**src/rtl/core/sbsh_pkg.sv**
```systemverilog
// Shared constants, state codes and round functions for the SHA-256 byte stream hasher.
`default_nettype none
package sbsh_pkg;

	localparam int unsigned WORD_W   = 32;
	localparam int unsigned BYTE_W   = 8;
	localparam int unsigned WORDS    = 8;
	localparam int unsigned WIN_WORDS = 16;
	localparam int unsigned ROUNDS   = 64;
	localparam int unsigned IN_TDATA_W  = 8;
	localparam int unsigned OUT_TDATA_W = 40;

	localparam logic [7:0] PAD_MARK = 8'h80;
	localparam logic [5:0] LEN_POS  = 6'd56;
	localparam logic [5:0] LAST_POS = 6'd63;
	localparam logic [5:0] LAST_ROUND = 6'd63;
	localparam logic [2:0] LAST_IDX = 3'd7;

	localparam logic KIND_BYTE = 1'b0;
	localparam logic KIND_END  = 1'b1;

	typedef enum logic [4:0] {
		S_IDLE  = 5'b00001,
		S_PAD   = 5'b00010,
		S_ROUND = 5'b00100,
		S_ADD   = 5'b01000,
		S_OUT   = 5'b10000
	} state_t;

	typedef logic [WORD_W-1:0] word_t;

	function automatic word_t init_word(input logic [2:0] idx);
		word_t r;
		case (idx)
			3'd0: r = 32'h6a09e667;
			3'd1: r = 32'hbb67ae85;
			3'd2: r = 32'h3c6ef372;
			3'd3: r = 32'ha54ff53a;
			3'd4: r = 32'h510e527f;
			3'd5: r = 32'h9b05688c;
			3'd6: r = 32'h1f83d9ab;
			3'd7: r = 32'h5be0cd19;
			default: r = '0;
		endcase
		return r;
	endfunction

	function automatic word_t round_k(input logic [5:0] t);
		word_t r;
		case (t)
			6'd0:  r = 32'h428a2f98;  6'd1:  r = 32'h71374491;
			6'd2:  r = 32'hb5c0fbcf;  6'd3:  r = 32'he9b5dba5;
			6'd4:  r = 32'h3956c25b;  6'd5:  r = 32'h59f111f1;
			6'd6:  r = 32'h923f82a4;  6'd7:  r = 32'hab1c5ed5;
			6'd8:  r = 32'hd807aa98;  6'd9:  r = 32'h12835b01;
			6'd10: r = 32'h243185be;  6'd11: r = 32'h550c7dc3;
			6'd12: r = 32'h72be5d74;  6'd13: r = 32'h80deb1fe;
			6'd14: r = 32'h9bdc06a7;  6'd15: r = 32'hc19bf174;
			6'd16: r = 32'he49b69c1;  6'd17: r = 32'hefbe4786;
			6'd18: r = 32'h0fc19dc6;  6'd19: r = 32'h240ca1cc;
			6'd20: r = 32'h2de92c6f;  6'd21: r = 32'h4a7484aa;
			6'd22: r = 32'h5cb0a9dc;  6'd23: r = 32'h76f988da;
			6'd24: r = 32'h983e5152;  6'd25: r = 32'ha831c66d;
			6'd26: r = 32'hb00327c8;  6'd27: r = 32'hbf597fc7;
			6'd28: r = 32'hc6e00bf3;  6'd29: r = 32'hd5a79147;
			6'd30: r = 32'h06ca6351;  6'd31: r = 32'h14292967;
			6'd32: r = 32'h27b70a85;  6'd33: r = 32'h2e1b2138;
			6'd34: r = 32'h4d2c6dfc;  6'd35: r = 32'h53380d13;
			6'd36: r = 32'h650a7354;  6'd37: r = 32'h766a0abb;
			6'd38: r = 32'h81c2c92e;  6'd39: r = 32'h92722c85;
			6'd40: r = 32'ha2bfe8a1;  6'd41: r = 32'ha81a664b;
			6'd42: r = 32'hc24b8b70;  6'd43: r = 32'hc76c51a3;
			6'd44: r = 32'hd192e819;  6'd45: r = 32'hd6990624;
			6'd46: r = 32'hf40e3585;  6'd47: r = 32'h106aa070;
			6'd48: r = 32'h19a4c116;  6'd49: r = 32'h1e376c08;
			6'd50: r = 32'h2748774c;  6'd51: r = 32'h34b0bcb5;
			6'd52: r = 32'h391c0cb3;  6'd53: r = 32'h4ed8aa4a;
			6'd54: r = 32'h5b9cca4f;  6'd55: r = 32'h682e6ff3;
			6'd56: r = 32'h748f82ee;  6'd57: r = 32'h78a5636f;
			6'd58: r = 32'h84c87814;  6'd59: r = 32'h8cc70208;
			6'd60: r = 32'h90befffa;  6'd61: r = 32'ha4506ceb;
			6'd62: r = 32'hbef9a3f7;  6'd63: r = 32'hc67178f2;
			default: r = '0;
		endcase
		return r;
	endfunction

	function automatic word_t big_s0(input word_t x);
		return {x[1:0], x[31:2]} ^ {x[12:0], x[31:13]} ^ {x[21:0], x[31:22]};
	endfunction

	function automatic word_t big_s1(input word_t x);
		return {x[5:0], x[31:6]} ^ {x[10:0], x[31:11]} ^ {x[24:0], x[31:25]};
	endfunction

	function automatic word_t small_s0(input word_t x);
		return {x[6:0], x[31:7]} ^ {x[17:0], x[31:18]} ^ {3'b000, x[31:3]};
	endfunction

	function automatic word_t small_s1(input word_t x);
		return {x[16:0], x[31:17]} ^ {x[18:0], x[31:19]} ^ {10'b0, x[31:10]};
	endfunction

endpackage
`default_nettype wire

```
**src/rtl/core/sha256_byte_stream_hasher.sv**
```systemverilog
// Top level: SHA-256 over a byte stream with one shared round unit under a small sequencer.
// Message bytes: one transfer per cycle while s_axis_tready is high; every 64th byte starts the
// rounds and then the chaining add, during which s_axis_tready is low.
// End of message: padding bytes fill out one or two blocks, each followed by a compression,
// then the eight digest words leave one per cycle while m_axis_tready is high.
// Reset loads the initial hash values and clears the counters; ready right after reset.
`default_nettype none
module sha256_byte_stream_hasher (
	input  wire logic        clk,
	input  wire logic        arst_n,
	input  wire logic        s_axis_tvalid,
	output logic             s_axis_tready,
	input  wire logic [7:0]  s_axis_tdata,   // [7:0] data_byte
	input  wire logic [0:0]  s_axis_tuser,   // [0] kind
	output logic             m_axis_tvalid,
	input  wire logic        m_axis_tready,
	output logic [39:0]      m_axis_tdata,   // [31:0] digest_word, [34:32] word_index, zero fill
	output logic             m_axis_tlast    // last_word
);

	sbsh_pkg::state_t  state_q;
	sbsh_pkg::word_t   chain_q [sbsh_pkg::WORDS];
	sbsh_pkg::word_t   v_q     [sbsh_pkg::WORDS];
	sbsh_pkg::word_t   w_q     [sbsh_pkg::WIN_WORDS];
	logic [5:0]        fill_q;
	logic [5:0]        round_q;
	logic [63:0]       total_q;
	logic [2:0]        idx_q;
	logic              pad_q;
	logic              sent80_q;
	logic              len_q;
	logic              fin_q;

	logic              in_xfer;
	logic              out_xfer;
	logic              byte_en;
	logic [7:0]        byte_val;
	logic [7:0]        pad_byte;
	logic              block_full;
	logic              in_len;
	logic [63:0]       bit_len;
	sbsh_pkg::word_t   t1;
	sbsh_pkg::word_t   t2;
	sbsh_pkg::word_t   w_new;

	assign in_xfer  = s_axis_tvalid & s_axis_tready;
	assign out_xfer = m_axis_tvalid & m_axis_tready;
	assign bit_len  = {total_q[60:0], 3'b000};
	assign in_len   = sent80_q & (len_q | (fill_q == sbsh_pkg::LEN_POS));

	always_comb begin
		if (!sent80_q) begin
			pad_byte = sbsh_pkg::PAD_MARK;
		end else if (in_len) begin
			// length goes out big-endian over fill positions 56..63
			pad_byte = bit_len[{3'd7 - fill_q[2:0], 3'b000} +: 8];
		end else begin
			pad_byte = 8'h00;
		end
	end

	always_comb begin
		byte_en  = 1'b0;
		byte_val = s_axis_tdata;
		case (state_q)
			sbsh_pkg::S_IDLE: byte_en = in_xfer & (s_axis_tuser[0] == sbsh_pkg::KIND_BYTE);
			sbsh_pkg::S_PAD: begin
				byte_en  = 1'b1;
				byte_val = pad_byte;
			end
			default: byte_en = 1'b0;
		endcase
	end

	assign block_full = byte_en & (fill_q == sbsh_pkg::LAST_POS);

	// round unit: window slot 0 is W[t]; W[t+16] is formed alongside
	always_comb begin
		t1 = v_q[7] + sbsh_pkg::big_s1(v_q[4]) + ((v_q[4] & v_q[5]) ^ (~v_q[4] & v_q[6]))
			+ sbsh_pkg::round_k(round_q) + w_q[0];
		t2 = sbsh_pkg::big_s0(v_q[0])
			+ ((v_q[0] & v_q[1]) ^ (v_q[0] & v_q[2]) ^ (v_q[1] & v_q[2]));
		w_new = sbsh_pkg::small_s1(w_q[14]) + w_q[9] + sbsh_pkg::small_s0(w_q[1]) + w_q[0];
	end

	always_ff @(posedge clk or negedge arst_n) begin
		if (!arst_n) begin
			state_q  <= sbsh_pkg::S_IDLE;
			fill_q   <= '0;
			round_q  <= '0;
			total_q  <= '0;
			idx_q    <= '0;
			pad_q    <= 1'b0;
			sent80_q <= 1'b0;
			len_q    <= 1'b0;
			fin_q    <= 1'b0;
			for (int i = 0; i < sbsh_pkg::WORDS; i++) begin
				chain_q[i] <= sbsh_pkg::init_word(3'(i));
			end
		end else begin
			if (byte_en) begin
				fill_q <= fill_q + 6'd1;
			end
			case (state_q)
				sbsh_pkg::S_IDLE: begin
					if (in_xfer) begin
						if (s_axis_tuser[0] == sbsh_pkg::KIND_END) begin
							state_q <= sbsh_pkg::S_PAD;
							pad_q   <= 1'b1;
						end else begin
							total_q <= total_q + 64'd1;
							if (block_full) begin
								state_q <= sbsh_pkg::S_ROUND;
							end
						end
					end
				end
				sbsh_pkg::S_PAD: begin
					sent80_q <= 1'b1;
					if (in_len) begin
						len_q <= 1'b1;
					end
					if (block_full) begin
						state_q <= sbsh_pkg::S_ROUND;
						if (in_len) begin
							fin_q <= 1'b1;
						end
					end
				end
				sbsh_pkg::S_ROUND: begin
					round_q <= round_q + 6'd1;
					if (round_q == sbsh_pkg::LAST_ROUND) begin
						state_q <= sbsh_pkg::S_ADD;
					end
				end
				sbsh_pkg::S_ADD: begin
					for (int i = 0; i < sbsh_pkg::WORDS; i++) begin
						chain_q[i] <= chain_q[i] + v_q[i];
					end
					if (fin_q) begin
						state_q <= sbsh_pkg::S_OUT;
						idx_q   <= '0;
					end else if (pad_q) begin
						state_q <= sbsh_pkg::S_PAD;
					end else begin
						state_q <= sbsh_pkg::S_IDLE;
					end
				end
				sbsh_pkg::S_OUT: begin
					if (out_xfer) begin
						idx_q <= idx_q + 3'd1;
						if (idx_q == sbsh_pkg::LAST_IDX) begin
							state_q  <= sbsh_pkg::S_IDLE;
							total_q  <= '0;
							pad_q    <= 1'b0;
							sent80_q <= 1'b0;
							len_q    <= 1'b0;
							fin_q    <= 1'b0;
							for (int i = 0; i < sbsh_pkg::WORDS; i++) begin
								chain_q[i] <= sbsh_pkg::init_word(3'(i));
							end
						end
					end
				end
				default: state_q <= sbsh_pkg::S_IDLE;
			endcase
		end
	end

	// datapath: byte shift into the window, load of working words at block end, round updates of window and working words
	always_ff @(posedge clk) begin
		if (byte_en) begin
			for (int i = 0; i < sbsh_pkg::WIN_WORDS - 1; i++) begin
				w_q[i] <= {w_q[i][23:0], w_q[i+1][31:24]};
			end
			w_q[sbsh_pkg::WIN_WORDS-1] <= {w_q[sbsh_pkg::WIN_WORDS-1][23:0], byte_val};
		end else if (state_q == sbsh_pkg::S_ROUND) begin
			for (int i = 0; i < sbsh_pkg::WIN_WORDS - 1; i++) begin
				w_q[i] <= w_q[i+1];
			end
			w_q[sbsh_pkg::WIN_WORDS-1] <= w_new;
		end
		if (block_full) begin
			for (int i = 0; i < sbsh_pkg::WORDS; i++) begin
				v_q[i] <= chain_q[i];
			end
		end else if (state_q == sbsh_pkg::S_ROUND) begin
			v_q[7] <= v_q[6];
			v_q[6] <= v_q[5];
			v_q[5] <= v_q[4];
			v_q[4] <= v_q[3] + t1;
			v_q[3] <= v_q[2];
			v_q[2] <= v_q[1];
			v_q[1] <= v_q[0];
			v_q[0] <= t1 + t2;
		end
	end

	assign s_axis_tready = (state_q == sbsh_pkg::S_IDLE);
	assign m_axis_tvalid = (state_q == sbsh_pkg::S_OUT);
	assign m_axis_tdata  = {5'b00000, idx_q, chain_q[idx_q]};
	assign m_axis_tlast  = (idx_q == sbsh_pkg::LAST_IDX);

endmodule
`default_nettype wire

```
**config.mk**
```make
export PLATFORM = sky130hd
export DESIGN_NAME = sha256_byte_stream_hasher
export DESIGN_NICKNAME = d
export VERILOG_FILES = /design/src/rtl/core/sbsh_pkg.sv /design/src/rtl/core/sha256_byte_stream_hasher.sv
export SDC_FILE = /design/constraint.sdc
export NUM_CORES = 2
export LEC_CHECK = 0
export ABC_AREA = 1
export BUFFER_PORTS_ARGS = -buffer_cell sky130_fd_sc_hd__buf_2
export CORE_MARGIN = 2
export CORE_UTILIZATION = 40
export CTS_CLUSTER_SIZE = 12
export DETAILED_ROUTE_END_ITERATION = 16
export PLACE_DENSITY = 0.58
export REMOVE_ABC_BUFFERS = 1
export SLEW_MARGIN = 40
export SYNTH_ARGS = -nofsm -noshare
export SYNTH_HDL_FRONTEND = slang
export SYNTH_SLANG_ARGS = --single-unit
export TNS_END_PERCENT = 20
```
**constraint.sdc**
```tcl
create_clock -name clk -period 41.2 [get_ports clk]
set_input_delay 0 -clock clk [delete_from_list [all_inputs] [get_ports clk]]
set_output_delay 0 -clock clk [all_outputs]
set_load 0.01 [all_outputs]
```
==> flow_summary.yaml <==
logic_synthesis:
  yosys-top-cells-area: "edfxtp_1 (28%), nand2_1 (13%), o21ai_0 (7.4%)"
  synth-warning-count: 0
  syn_inst: 10800
  avgSynthCellArea_um2: 7.64
  synth.distinct_cells: 69
  seq_area_frac_synth_pct: 38.4
  synth_area_um2: 82700
  synth_fa_ha_area_share_pct: 10.7
  synth_top_area_cell: "edfxtp_1"
  ys.flop_type: "edfxtp_1"
  synth_simple_gate_area_share_pct: 22.3
  synthMuxAreaShare_pct: 0
  synthArstFlopShare_pct: 30.7
  ys_ff_latch: 1109
  synth_top_family_by_area: "simple AND/OR/NAND/NOR gates"
  synth_xor_area_share_pct: 4.39
  netlist.area_leader.share_pct: 27.9
  synth-edff-count: 768
  synth_compound_area_share_pct: 15.7
cells_and_area:
  final_common_cell: "nand2_1"
  final_cell_mix: "nand2_1 (2811), inv_1 (1400), o21ai_0 (1214), nor2_1 (844), edfxtp_1 (768)"
  fin_nets: 11300
  fin_area_um2: 90500
  n_fill_cell: 21000
  drive_above_1_share_pct: 5.42
  multi_input_area_um2: 44000
  synthToLayoutAreaGrowth_pct: 9.38
  seq_area_um2: 31800
clock_tree:
  cts_root_buf: "clkbuf_16"
  postCtsSetupRepairBufs: 0
  insertion_delay_ns: 0.85
  cts_tree: "built"
  clk_pin_slew_ns: 0.06
  cts_num_sinks: 1109
  cts_made_buffers: 139
  htreeDepth: 4
  clockBufferDepth: 3
global_route:
  first_global_vias: 73100
  met3_usage_pct: 5.39
  grt_use_met1_pct: 46.5
  grt.total_usage_pct: 32.5
  grt_max_degree: 139
  grt_pass1_wl_mm: 505
  grt_antenna_before_repair: 22
  use_met2_pct: 48.6
  overflow: 0
  grt-busiest-layer: "met2"
power_and_ir_drop:
  powerDensity_nw_per_um2: 72.1
  ir_drop_v: 0.0000891
  p_leak_nw: 43.0
timing:
  relSlewSlack_pct: 35.1
  setup_viol: 0
  tns_ns: 0
  finalCritPeriodShare_pct: 22.3
  final_hold_viol_count: 0
  maxSlewViolCount: 0
  rsz0062_at_grt: "false"
  max_slew.worst_pin.slew_ns: 0.963
  skew_ns: 0.0843
  fin_crit_ns: 9.17
  timing.fmax_mhz: 109
critical_path:
  r2r_cells: 34
  max_stage_delay_ns: 0.61
  slowest_stage: "buf_4"
  cpMostUsedCell: "nand2_1"
  critPathLaunchType: "flop"
  cp.arrival_ns: 9.69
  worstPathRequired_ns: 41.72
  path_class: "reg -> reg"
  cp-end-kind: "flop"
  critPathMaxFanout: 71
route:
  drt_wl_total_mm: 349
  wl_per_cell_um: 25.8
  drc: 0
  via_per_inst: 5.72
  first_pass_iters: 8
  drt_iter0_drc: 9156
  via_count: 77300
  ant_nets: 0
floorplanning:
  ioPinCount: 56
  coreArea_um2: 205000
  start_util_pct: 40.3
  die_w_um: 459
  rows: 166
  dieArea_um2: 210000
  die_height_um: 459
hold_path:
  hold_class: "in -> async"
job:
  maxCapViolCount: 0
placement:
  placed_area_um2: 85500
  gp_congestion: 1.00
  numPortBuffers: 50
  dp_hpwl_mm: 271
outcome:
  status: "complete, no violations"
## sequential cells by signal, summed over array words and instances, names as in the netlist
| name | count |
|---|---|
| len_q | 1 |
| sent80_q | 1 |
| w_q | 512 |
| fill_q | 6 |
| total_q | 61 |
| state_q | 5 |
| fin_q | 1 |
| chain_q | 256 |
| idx_q | 3 |
| round_q | 6 |
| pad_q | 1 |
| v_q | 256 |
## power by group
part | switching [mW] | total (mW) | internal, mW | leakage, nW
sequential | 0.164 | 1.67 | 1.50 | 10.8
clock | 0.554 | 1.27 | 0.713 | 2.27
combinational | 2.46 | 3.60 | 1.14 | 29.9
total | 3.18 | 6.53 | 3.35 | 43.0
## area by class of cell
| class | instances | share of cell area (%) |
|---|---|---|
| Tap cell | 2688 | 3.72 |
| Antenna cell | 8 | 0.0221 |
| Inverter | 1416 | 5.90 |
| Multi-Input combinational cell | 7886 | 48.7 |
| Timing Repair Buffer | 158 | 1.40 |
| Clock inverter | 68 | 0.985 |
| Sequential cell | 1109 | 35.1 |
| Clock buffer | 191 | 4.21 |
## what timing repair did
item | CTS | global route
gates resized for setup | 0 | 0
endpoints found under the hold margin | 118 | 0
hold buffers | 15 | 0
## synthesized netlist by cell type, drive strengths merged, types with 2 or more instances
library cell and number:
a211oi 10, a21boi 39, a21o 49, a21oi 646, a221o 2, a221oi 9
a22oi 15, a311oi 4, a31oi 59, a32oi 5, and2 5, and3 13
buf 128, clkbuf 295, clkinv 4, dfrtp 204, dfstp 137, edfxtp 768
fa 195, ha 398, inv 1412, nand2 2822, nand2b 6, nand3 457
nand3b 34, nand4 139, nor2 855, nor3 105, nor3b 7, nor4 17
o2111ai 4, o211ai 40, o21a 37, o21ai 1265, o21bai 52, o221ai 6
o22ai 99, o311ai 5, o31ai 24, o32ai 5, or2 32, xnor2 176
xor2 239
## critical path, delay by kind of cell (launching register included)
kind | cells | cell delay, ns
AND/OR/NAND/NOR | 10 | 1.32
adder cells (fa/ha/maj) | 6 | 2.74
XOR/XNOR | 1 | 0.39
AO/OA/AOI/OAI | 10 | 2.68
buffers and inverters | 7 | 1.40
flip-flops | 1 | 0.34
## final timing paths
check	start	slack [ns]	endpoint
min reg2reg	total_q[38]$_DFFE_PN0P_	0.47	total_q[38]$_DFFE_PN0P_
min	arst_n	0.06	chain_q[124]$_DFFE_PN1P_
max	round_q[3]$_DFFE_PN0P_	32.03	v_q[0][30]$_DFFE_PP_
max in group asynchronous	arst_n	38.43	total_q[5]$_DFFE_PN0P_
min in group clk	m_axis_tready	0.15	idx_q[1]$_DFFE_PN0P_
max reg2reg	round_q[3]$_DFFE_PN0P_	32.03	v_q[0][30]$_DFFE_PP_
## cell families (layout without fill, tap and decap cells)
kind of cell,Yosys count,count (layout)
compound gates,2379,2379
other cells,1,13
fa+ha+maj,593,593
xor+xnor,415,415
simple gates,4494,4494
flops,1109,1109
buf+inv,1839,1833
## metal layers
layer	share of wire [%]	routed length (µm)
met1	44	154000
met2	43	150000
met3	8.7	30300
met4	4.5	15700
met5	0.019	65
## per-stage QoR
step / power, mW / setup slack, ns / instances / hold WS (ns) / util [%]
after CTS: 6.48 / 32.22 / 13500 / 0.0340 / 44.0
after global routing: 6.96 / 31.59 / 13500 / 0.0666 / 44.1
final: 6.53 / 32.03 / 13500 / 0.0600 / 44.1
after global placement: 5.18 / 32.17 / 13200 / 0.0940 / 41.6
after detailed placement: 5.18 / 32.25 / 13200 / 0.0985 / 41.7
after floorplan: 4.02 / 3.52 / 10400 / -0.296 / -
Power figures use the tool's default switching activity.
